### src/rtl/core/nec_ir_frame_decoder_core_macros.svh
// Assertion macros shared by the NEC IR decoder RTL.
`ifndef NEC_IR_FRAME_DECODER_CORE_MACROS_SVH
`define NEC_IR_FRAME_DECODER_CORE_MACROS_SVH

// Same-cycle implication, checked outside reset.
`define NECIR_ASSERT_NOW(name, clk, rst, ante, cons) \
  name: assert property (@(posedge clk) disable iff (rst) (ante) |-> (cons)) \
    else $error("necir assertion failed");

// Next-cycle implication, checked outside reset.
`define NECIR_ASSERT_NEXT(name, clk, rst, ante, cons) \
  name: assert property (@(posedge clk) disable iff (rst) (ante) |=> (cons)) \
    else $error("necir assertion failed");

`endif

### src/rtl/core/necir_pkg.sv
// Shared types and constants for the NEC IR frame decoder.
package necir_pkg;

  localparam int TimeWidth  = 16;
  localparam int CfgWidth   = 16;
  localparam int CodeWidth  = 32;
  localparam int FrameBits  = 32;
  localparam int CountWidth = 6;
  localparam int CfgAddrW   = 3;

  localparam logic [CfgWidth-1:0] StartMarkMinRst  = 16'd1600;
  localparam logic [CfgWidth-1:0] StartMarkMaxRst  = 16'd2900;
  localparam logic [CfgWidth-1:0] StartSpaceMinRst = 16'd800;
  localparam logic [CfgWidth-1:0] StartSpaceMaxRst = 16'd1500;
  localparam logic [CfgWidth-1:0] OneThresholdRst  = 16'd350;

  localparam logic [7:0] ByteMask = 8'hFF;

  typedef enum logic [1:0] {
    OP_EDGE  = 2'd0,
    OP_FETCH = 2'd1,
    OP_FLUSH = 2'd2,
    OP_NONE  = 2'd3
  } op_t;

  typedef enum logic [CfgAddrW-1:0] {
    REG_START_MARK_MIN  = 3'd0,
    REG_START_MARK_MAX  = 3'd1,
    REG_START_SPACE_MIN = 3'd2,
    REG_START_SPACE_MAX = 3'd3,
    REG_ONE_THRESHOLD   = 3'd4
  } cfg_reg_t;

  typedef struct packed {
    logic                 ok;
    logic [CodeWidth-1:0] code;
  } frame_chk_t;

endpackage

### src/rtl/core/necir_if.sv
// Valid/ready channel interfaces for edge/command items and results.
interface necir_in_if;
  logic        valid;
  logic        ready;
  logic [1:0]  op;
  logic        edge_level;
  logic [15:0] edge_time;

  modport source (output valid, op, edge_level, edge_time, input ready);
  modport sink   (input valid, op, edge_level, edge_time, output ready);
endinterface

interface necir_out_if;
  logic        valid;
  logic        ready;
  logic        code_valid;
  logic [31:0] code_out;
  logic        code_pending;

  modport source (output valid, code_valid, code_out, code_pending, input ready);
  modport sink   (input valid, code_valid, code_out, code_pending, output ready);
endinterface

### src/rtl/core/necir_frame_check.sv
// Inverse-byte check of a 32-bit NEC frame and byte reversal of the code.
module necir_frame_check (
  input  logic [necir_pkg::FrameBits-1:0] frame,
  output necir_pkg::frame_chk_t            chk
);
  import necir_pkg::*;

  logic [7:0] b0, b1, b2, b3;

  assign b0 = frame[7:0];
  assign b1 = frame[15:8];
  assign b2 = frame[23:16];
  assign b3 = frame[31:24];

  always_comb begin
    chk.ok   = ((~b0 & ByteMask) == b1) && ((~b2 & ByteMask) == b3);
    chk.code = {b0, b1, b2, b3};
  end

endmodule

### src/rtl/core/nec_ir_frame_decoder_core.sv
// Top level of the NEC IR frame decoder: input stage, decode step, result stage.
// An accepted item passes through the input register and then the result register.
// Throughput: one item per cycle unless rsp.ready stalls the output; the decode step is
// one subtract, window compares and a bit insert between the input and result registers.
// Reset: synchronous on rst; clears both stages, decoder state and restores the
// default timing windows. No clearing pass is needed.
module nec_ir_frame_decoder_core (
  input  logic                            clk,
  input  logic                            rst,
  necir_in_if.sink                        req,
  necir_out_if.source                     rsp,
  input  logic                            cfg_we,
  input  logic [necir_pkg::CfgAddrW-1:0]  cfg_addr,
  input  logic [necir_pkg::CfgWidth-1:0]  cfg_wdata
);
  import necir_pkg::*;

`include "nec_ir_frame_decoder_core_macros.svh"

  typedef enum logic [1:0] {
    PH_IDLE = 2'd0,
    PH_MARK = 2'd1,
    PH_RECV = 2'd2
  } phase_t;

  // configuration
  logic [CfgWidth-1:0] start_mark_min, start_mark_max;
  logic [CfgWidth-1:0] start_space_min, start_space_max;
  logic [CfgWidth-1:0] one_threshold;

  // input stage
  logic                 in_v;
  op_t                  in_op;
  logic                 in_level;
  logic [TimeWidth-1:0] in_time;

  // decoder state
  logic [TimeWidth-1:0]  last_edge_time, last_edge_time_next;
  phase_t                phase, phase_next;
  logic [FrameBits-1:0]  bit_shift, bit_shift_next;
  logic [CountWidth-1:0] bit_count, bit_count_next;
  logic [CodeWidth-1:0]  latched_code, latched_code_next;
  logic                  ready_flag, ready_flag_next;

  // result stage
  logic                 out_v;
  logic                 out_code_valid;
  logic [CodeWidth-1:0] out_code;
  logic                 out_pending;

  logic                  advance;
  logic                  step;
  logic [TimeWidth-1:0]  dt;
  logic [FrameBits-1:0]  shift_set;
  logic [CountWidth-1:0] count_inc;
  logic                  res_valid;
  logic [CodeWidth-1:0]  res_code;
  frame_chk_t            chk;

  assign advance   = !out_v || rsp.ready;
  assign step      = in_v && advance;
  assign req.ready = !in_v || advance;

  assign rsp.valid        = out_v;
  assign rsp.code_valid   = out_code_valid;
  assign rsp.code_out     = out_code;
  assign rsp.code_pending = out_pending;

  assign dt        = in_time - last_edge_time;
  assign count_inc = bit_count + CountWidth'(1);

  always_comb begin
    shift_set = bit_shift;
    if ((dt > TimeWidth'(one_threshold)) && (bit_count < CountWidth'(FrameBits))) begin
      shift_set[bit_count[CountWidth-2:0]] = 1'b1;
    end
  end

  necir_frame_check u_frame_check (
    .frame (shift_set),
    .chk   (chk)
  );

  always_comb begin
    last_edge_time_next = last_edge_time;
    phase_next          = phase;
    bit_shift_next      = bit_shift;
    bit_count_next      = bit_count;
    latched_code_next   = latched_code;
    ready_flag_next     = ready_flag;
    res_valid           = 1'b0;
    res_code            = '0;
    unique case (in_op)
      OP_EDGE: begin
        last_edge_time_next = in_time;
        if (in_level) begin
          if (phase != PH_MARK && phase != PH_RECV) begin
            if (dt >= TimeWidth'(start_mark_min) && dt <= TimeWidth'(start_mark_max)) begin
              phase_next = PH_MARK;
            end
          end
        end else if (phase == PH_MARK) begin
          if (dt >= TimeWidth'(start_space_min) && dt <= TimeWidth'(start_space_max)) begin
            phase_next     = PH_RECV;
            bit_count_next = '0;
            bit_shift_next = '0;
          end else begin
            phase_next = PH_IDLE;
          end
        end else if (phase == PH_RECV) begin
          bit_shift_next = shift_set;
          bit_count_next = count_inc;
          // frame complete: latch on a good inverse check, always drop back to idle
          if (count_inc >= CountWidth'(FrameBits)) begin
            phase_next = PH_IDLE;
            if (chk.ok) begin
              latched_code_next = chk.code;
              ready_flag_next   = 1'b1;
            end
          end
        end
      end
      OP_FETCH: begin
        if (ready_flag) begin
          res_valid       = 1'b1;
          res_code        = latched_code;
          ready_flag_next = 1'b0;
        end
      end
      OP_FLUSH: begin
        ready_flag_next = 1'b0;
        phase_next      = PH_IDLE;
        bit_count_next  = '0;
      end
      default: begin
      end
    endcase
  end

  always_ff @(posedge clk) begin
    if (rst) begin
      start_mark_min  <= StartMarkMinRst;
      start_mark_max  <= StartMarkMaxRst;
      start_space_min <= StartSpaceMinRst;
      start_space_max <= StartSpaceMaxRst;
      one_threshold   <= OneThresholdRst;
      in_v            <= 1'b0;
      out_v           <= 1'b0;
      last_edge_time  <= '0;
      phase           <= PH_IDLE;
      bit_shift       <= '0;
      bit_count       <= '0;
      latched_code    <= '0;
      ready_flag      <= 1'b0;
    end else begin
      if (cfg_we) begin
        case (cfg_addr)
          REG_START_MARK_MIN:  start_mark_min  <= cfg_wdata;
          REG_START_MARK_MAX:  start_mark_max  <= cfg_wdata;
          REG_START_SPACE_MIN: start_space_min <= cfg_wdata;
          REG_START_SPACE_MAX: start_space_max <= cfg_wdata;
          REG_ONE_THRESHOLD:   one_threshold   <= cfg_wdata;
          default: ;
        endcase
      end

      if (req.valid && req.ready) begin
        in_v     <= 1'b1;
        in_op    <= op_t'(req.op);
        in_level <= req.edge_level;
        in_time  <= req.edge_time;
      end else if (step) begin
        in_v <= 1'b0;
      end

      if (step) begin
        last_edge_time <= last_edge_time_next;
        phase          <= phase_next;
        bit_shift      <= bit_shift_next;
        bit_count      <= bit_count_next;
        latched_code   <= latched_code_next;
        ready_flag     <= ready_flag_next;
        out_v          <= 1'b1;
        out_code_valid <= res_valid;
        out_code       <= res_code;
        out_pending    <= ready_flag_next;
      end else if (rsp.ready) begin
        out_v <= 1'b0;
      end
    end
  end

  `NECIR_ASSERT_NOW(a_recv_count, clk, rst, phase == PH_RECV, bit_count < CountWidth'(FrameBits))
  `NECIR_ASSERT_NOW(a_fetch_clears, clk, rst, out_v && out_code_valid, !out_pending)
  `NECIR_ASSERT_NOW(a_stall_held, clk, rst, !req.ready, in_v && out_v && !rsp.ready)
  `NECIR_ASSERT_NEXT(a_flush_idle, clk, rst, step && in_op == OP_FLUSH, phase == PH_IDLE && !ready_flag)

endmodule
### src/flat_wrapper.sv
// flat-port wrapper written by rule: the top's interface ports become plain ports
module nec_ir_frame_decoder_core_flat import necir_pkg::*;
  (clk, rst, cfg_we, cfg_addr, cfg_wdata, req_valid, req_op, req_edge_level, req_edge_time, req_ready, rsp_valid, rsp_code_valid, rsp_code_out, rsp_code_pending, rsp_ready);
  necir_in_if req_i ();
  necir_out_if rsp_i ();
  input  logic clk;
  input  logic rst;
  input  logic cfg_we;
  input  logic [necir_pkg::CfgAddrW-1:0] cfg_addr;
  input  logic [necir_pkg::CfgWidth-1:0] cfg_wdata;
  input wire logic [$bits(req_i.valid)-1:0] req_valid;
  input wire logic [$bits(req_i.op)-1:0] req_op;
  input wire logic [$bits(req_i.edge_level)-1:0] req_edge_level;
  input wire logic [$bits(req_i.edge_time)-1:0] req_edge_time;
  output wire logic [$bits(req_i.ready)-1:0] req_ready;
  output wire logic [$bits(rsp_i.valid)-1:0] rsp_valid;
  output wire logic [$bits(rsp_i.code_valid)-1:0] rsp_code_valid;
  output wire logic [$bits(rsp_i.code_out)-1:0] rsp_code_out;
  output wire logic [$bits(rsp_i.code_pending)-1:0] rsp_code_pending;
  input wire logic [$bits(rsp_i.ready)-1:0] rsp_ready;
  assign req_i.valid = req_valid;
  assign req_i.op = req_op;
  assign req_i.edge_level = req_edge_level;
  assign req_i.edge_time = req_edge_time;
  assign req_ready = req_i.ready;
  assign rsp_valid = rsp_i.valid;
  assign rsp_code_valid = rsp_i.code_valid;
  assign rsp_code_out = rsp_i.code_out;
  assign rsp_code_pending = rsp_i.code_pending;
  assign rsp_i.ready = rsp_ready;
  nec_ir_frame_decoder_core u_core (.clk(clk), .rst(rst), .req(req_i), .rsp(rsp_i), .cfg_we(cfg_we), .cfg_addr(cfg_addr), .cfg_wdata(cfg_wdata));
endmodule
### config.mk
export PLATFORM = sky130hd
export DESIGN_NAME = nec_ir_frame_decoder_core_flat
export DESIGN_NICKNAME = d
export VERILOG_FILES = /design/src/rtl/core/necir_pkg.sv /design/src/rtl/core/necir_if.sv /design/src/rtl/core/necir_frame_check.sv /design/src/rtl/core/nec_ir_frame_decoder_core.sv /design/src/flat_wrapper.sv
export VERILOG_INCLUDE_DIRS = /design/src /design/src/rtl/core
export SDC_FILE = /design/constraint.sdc
export NUM_CORES = 1
export LEC_CHECK = 0
export BUFFER_PORTS_ARGS = -buffer_cell sky130_fd_sc_hd__buf_2
export CAP_MARGIN = 0
export CORE_MARGIN = 4
export CORE_UTILIZATION = 50
export CTS_CLUSTER_SIZE = 14
export DETAILED_ROUTE_END_ITERATION = 16
export GPL_ROUTABILITY_DRIVEN = 0
export PLACE_DENSITY = 0.69
export SLEW_MARGIN = 20
export SYNTH_ARGS = -nofsm -noshare
export SYNTH_HDL_FRONTEND = slang
export SYNTH_HIERARCHICAL = 1
export SYNTH_SLANG_ARGS = --single-unit
### constraint.sdc
create_clock -name clk -period 8.12 [get_ports clk]
set_input_delay 0.812 -clock clk [delete_from_list [all_inputs] [get_ports clk]]
set_output_delay 0.812 -clock clk [all_outputs]
set_load 0.01 [all_outputs]
# After elaboration in Yosys (flattened, before gate mapping)
# Cells that the tools add are included.
# totals
regBits	224
elab_cells	118
# classes
eq_ne	20
addsub	2
n_bitwise	6
order_cmp	9
muxes	30
n_reduce_logical	32
# op_table
operator	n
$mux W32	4
$ge A16 B16 Y1	2
$le A16 B16 Y1	2
$or A32 B32 Y32	1
$mux W6	4
$reduce_and A2 Y1	9
$eq A8 B8 Y1	2
$gt A16 B16 Y1	1
$not A8 Y8	2
$sub A16 B16 Y16	1
$mux W2	7
$pmux W6 S2	1
$mux W1	11
$reduce_and A5 Y1	2
$ne A3 B3 Y1 const B	3
$logic_and A1 B1 Y1	8
$ne A4 B1 Y1 const B	2
$reduce_bool A2 Y1	4
$reduce_and A7 Y1	1
$add A6 B1 Y6 const B	1
$eq A3 B2 Y1 const B	2
$ge A6 B6 Y1 const B	1
$lt A5 B6 Y1 const B	1
$lt A6 B6 Y1 const B	1
18 further kinds	26

# Logic depth before layout (Yosys ltp)
# logic_depth
ltp_word	15
mapped_depth	28
mapped_depth_nobuf	25

# By module
# The synthesis kept the hierarchy.
# by_module_without_submodules
module	seq_area_each_um2	area_per_inst_um2	n_inst	cells_per_inst
nec_ir_frame_decoder_core	5014.8	11150.7	1	1278
necir_frame_check	0.0	417.9	1	53

# Least setup slack after synthesis
# OpenSTA, ideal clock, no wires.
# synth_path
kind	register to register
start	reg u_core.in_time[0]
end	reg u_core.latched_code[10]
required_time_ns	7.988
arrival_ns	5.046
slack_ns	2.942
period_less_slack_ns	5.178
path_stages_with_launch	29
setup_ns	0.132
path_cell_list	edfxtp_1 > inv_1 > ha_1 > fa_1 > nor2b_1 > o21ai_0 > a21boi_0 > o211ai_1 > a31oi_1 > a21o_1 > a21oi_1 > xnor2_1 > ha_1 > and3_1 > nand3_1 > nand2b_1 > nand3_1 > o21a_1 > buf_2 > a21o_1 > xor2_1 > nand4_1 > nor4_2 > nand4_1 > or2_2 > clkbuf_1 > clkbuf_1 > nand2_1 > a21oi_1
# synth_rtl
item	line	rtl
start, declared	nec_ir_frame_decoder_core.sv:35	logic [TimeWidth-1:0] in_time;
start signal, assigned	nec_ir_frame_decoder_core.sv:171	in_time <= req.edge_time;
end signal, assigned	nec_ir_frame_decoder_core.sv:181	latched_code <= latched_code_next;
end, declared	nec_ir_frame_decoder_core.sv:42	logic [CodeWidth-1:0] latched_code, latched_code_next;

==> metrics.cfg <==
[setup_path]
reg2reg_from=u_core/in_time[0]
cp.required_ns=8.56
end_kind=flip-flop
crit_slowest_cell=nor2_4
r2r_end=u_core/latched_code[8]
cp.depth=25
endpoint=u_core/latched_code[8]
rr_worst_depth=25
start_kind=flip-flop
ff2ff_setup_slack_ns=1.74
startpoint=u_core/in_time[0]
crit_type=flip-flop to flip-flop
critPathMaxFanout=32
crit_family=simple AND/OR/NAND/NOR gates
critPathMaxStageDelay_ns=0.63
cp_data_arrival_time_ns=6.82
crit_buf_inv=1

[logic_synthesis]
syn_nets=1476
synth_common_cells=267 x nand2_1, 174 x a21oi_1, 171 x dfxtp_1, 101 x ha_1, 101 x inv_1
synth.mux.area_fraction=0.00260
synth_top_area_share=0.296
yosys.area_share.adder=0.111
synth_edf_count=53
async_flop_share=0
synth_xor_area_frac=0.0235
synth-main-ff-cell=dfxtp_1
synth_area_um2=11600
synth_area_leader_cell=dfxtp_1
yosys.area_share.simple=0.210
yosys_register_bits=224
netlist_top_cells_area=dfxtp_1 30%, edfxtp_1 14%, ha_1 11%, nand2_1 8.7%, a21oi_1 7.5%
ys_seq_area_frac=0.433
syn-mean-instance-area_um2=8.69
yosysMostFrequentCell=nand2_1
synth-warning-count=6
ys_types=61
syn_inst=1331
synth-compound-area-share=0.146
synth_top_family_by_area=simple AND/OR/NAND/NOR gates

[cts]
cts.sinks=224
cts-root-buf=clkbuf_16
cts_tree=done
path_clk_slew_ns=0.06
clk_path_buf_depth=3
postCtsSetupRepairBufs=0
clock_latency_ns=0.51
cts_hold_buf=0
ctsResizeCount=0
numCtsBuffers=24
h-tree-depth=1

[floorplanning]
boundaryPins=79
start_util=0.509
die-area_um2=25600
die_x_um=160
rows=55
core_area_um2=22700
die-height_um=160

[routing]
drtPass1Iterations=7
drt-total-wl_um=28200
drt_iter0_drc=822
vias_per_cell=5.53
vias=9144
drcViolationCount=0
avgRoutedWirePerCell_um=17.0
ant_nets=0

[sta]
min_period_ns=6.38
maxSlewViolCount=0
rsz0062_at_grt=false
fmax_ghz=0.157
setup_violations=0
fin_ws_ns=1.74
period_share=0.786
hold_viol=0
relSlewSlack=0.337
whs_ns=0.450
tightest_slew_ns=0.992
totalNegativeSetupSlack_ns=0
finalClockSkew_ns=0.0116

[run_status]
outcome=complete, no violations

[global_route]
grt_pass1_vias=8654
antenna_found_initial=0
grt_pass1_wl_um=45600
grt-ovfl-total=0
grt_max_degree=83
grt_use_total=0.215

[placed_design]
post-dp-hpwl_um=19800
port_buffers=78
post-place-ws_ns=1.88
place_area_um2=11900

[power]
vdd_drop_max_uv=159
p_per_area_nw_per_um2=200
p_leak_uw=0.00533

[hold_path]
hold_path.startpoint=u_core/latched_code[31]
hp-class=flip-flop to flip-flop

[flow_run]
drv_cap=0

[cells_and_area]
antenna_cells=0
nets=1497
drive_gt1_frac=0.109
design_area_um2=12700
syn2layout_area_growth_pct=9.85
post-route-util=0.560

[stage by stage]
step	total power, µW	cells
6_report	2540	1655
5_1_grt	2650	1655
4_1_cts	2560	1655
3_5_place_dp	1470	1611
3_3_place_gp	1460	1611
2_1_floorplan	1380	1331
[cell usage in the layout (no fill, tap or decap), types with 10 or more instances in the layout]
cell type  instances
nand2_1          267
a21oi_1          174
dfxtp_1          171
inv_1            101
ha_1             101
buf_2             77
nor2_1            65
edfxtp_1          53
a21o_1            45
and2_1            35
clkbuf_16         25
xor2_1            22
nand3b_1          21
nand4_1           18
o21ai_0           16
and3_1            13
nor2b_1           10
[power breakdown]
| part | total (µW) | internal, µW | switching, µW |
|---|---|---|---|
| registers | 1170 | 1160 | 11.1 |
| logic | 275 | 102 | 173 |
| clock network | 1090 | 636 | 454 |
| total | 2540 | 1900 | 639 |
[final cells by class]
class                           count  area [µm²]
Clock inverter                     17         150
Inverter                          101         379
Fill cell                        2082       10000
Multi-Input combinational cell    917        5730
Clock buffer                       27         643
Timing Repair Buffer               84         438
Sequential cell                   224        5010
Tap cell                          285         357
[worst min-delay path by stage]
stage	to	slack, ns	cells past startpoint
floorplan	u_core/latched_code[0]	0.43	2
global placement	u_core/latched_code[28]	0.44	2
detailed placement	u_core/latched_code[4]	0.44	2
CTS	u_core/latched_code[4]	0.45	2
global route	u_core/in_time[10]	0.45	1
finish	u_core/latched_code[31]	0.45	2
[kinds of logic (layout without fill, tap and decap cells)]
logic type / count (synthesis) / after routing
AOI/OAI and AO/OA: 283 / 283
xor gates and xnor gates: 31 / 31
adders and majority gates: 102 / 102
buffers and inverters: 190 / 229
DFF: 224 / 224
muxes: 3 / 3
and+or+nand+nor: 498 / 498
[registers in the layout, summed over array words and instances (netlist names)]
signal                   count
u_core/start_space_min      16
u_core/in_v                  1
u_core/one_threshold        16
u_core/in_time              16
u_core/ready_flag            1
u_core/last_edge_time       16
u_core/rsp.valid             1
u_core/bit_count             6
u_core/start_space_max      16
u_core/bit_shift            32
u_core/rsp.code_pending      1
u_core/latched_code         32
u_core/in_op                 2
u_core/in_level              1
u_core/start_mark_min       16
u_core/rsp.code_valid        1
u_core/rsp.code_out         32
u_core/phase                 2
u_core/start_mark_max       16
[worst reg2reg max path, delay by kind of cell, from the launching register on]
family	cells	cell delay, ns
flip-flops	1	0.34
adder cells (fa/ha/maj)	3	0.98
XOR/XNOR	2	0.69
AO/OA/AOI/OAI	9	1.93
AND/OR/NAND/NOR	10	2.33
buffers and inverters	1	0.05
[metal layers]
layer	share of wire	vias to the layer above	track usage
met5	0	-	0
met3	0.083	32	0.0418
met4	0.014	0	0.0403
met1	0.47	4293	0.315
li1	-	4510	-
met2	0.43	309	0.334
Power figures use the tool's default switching activity.
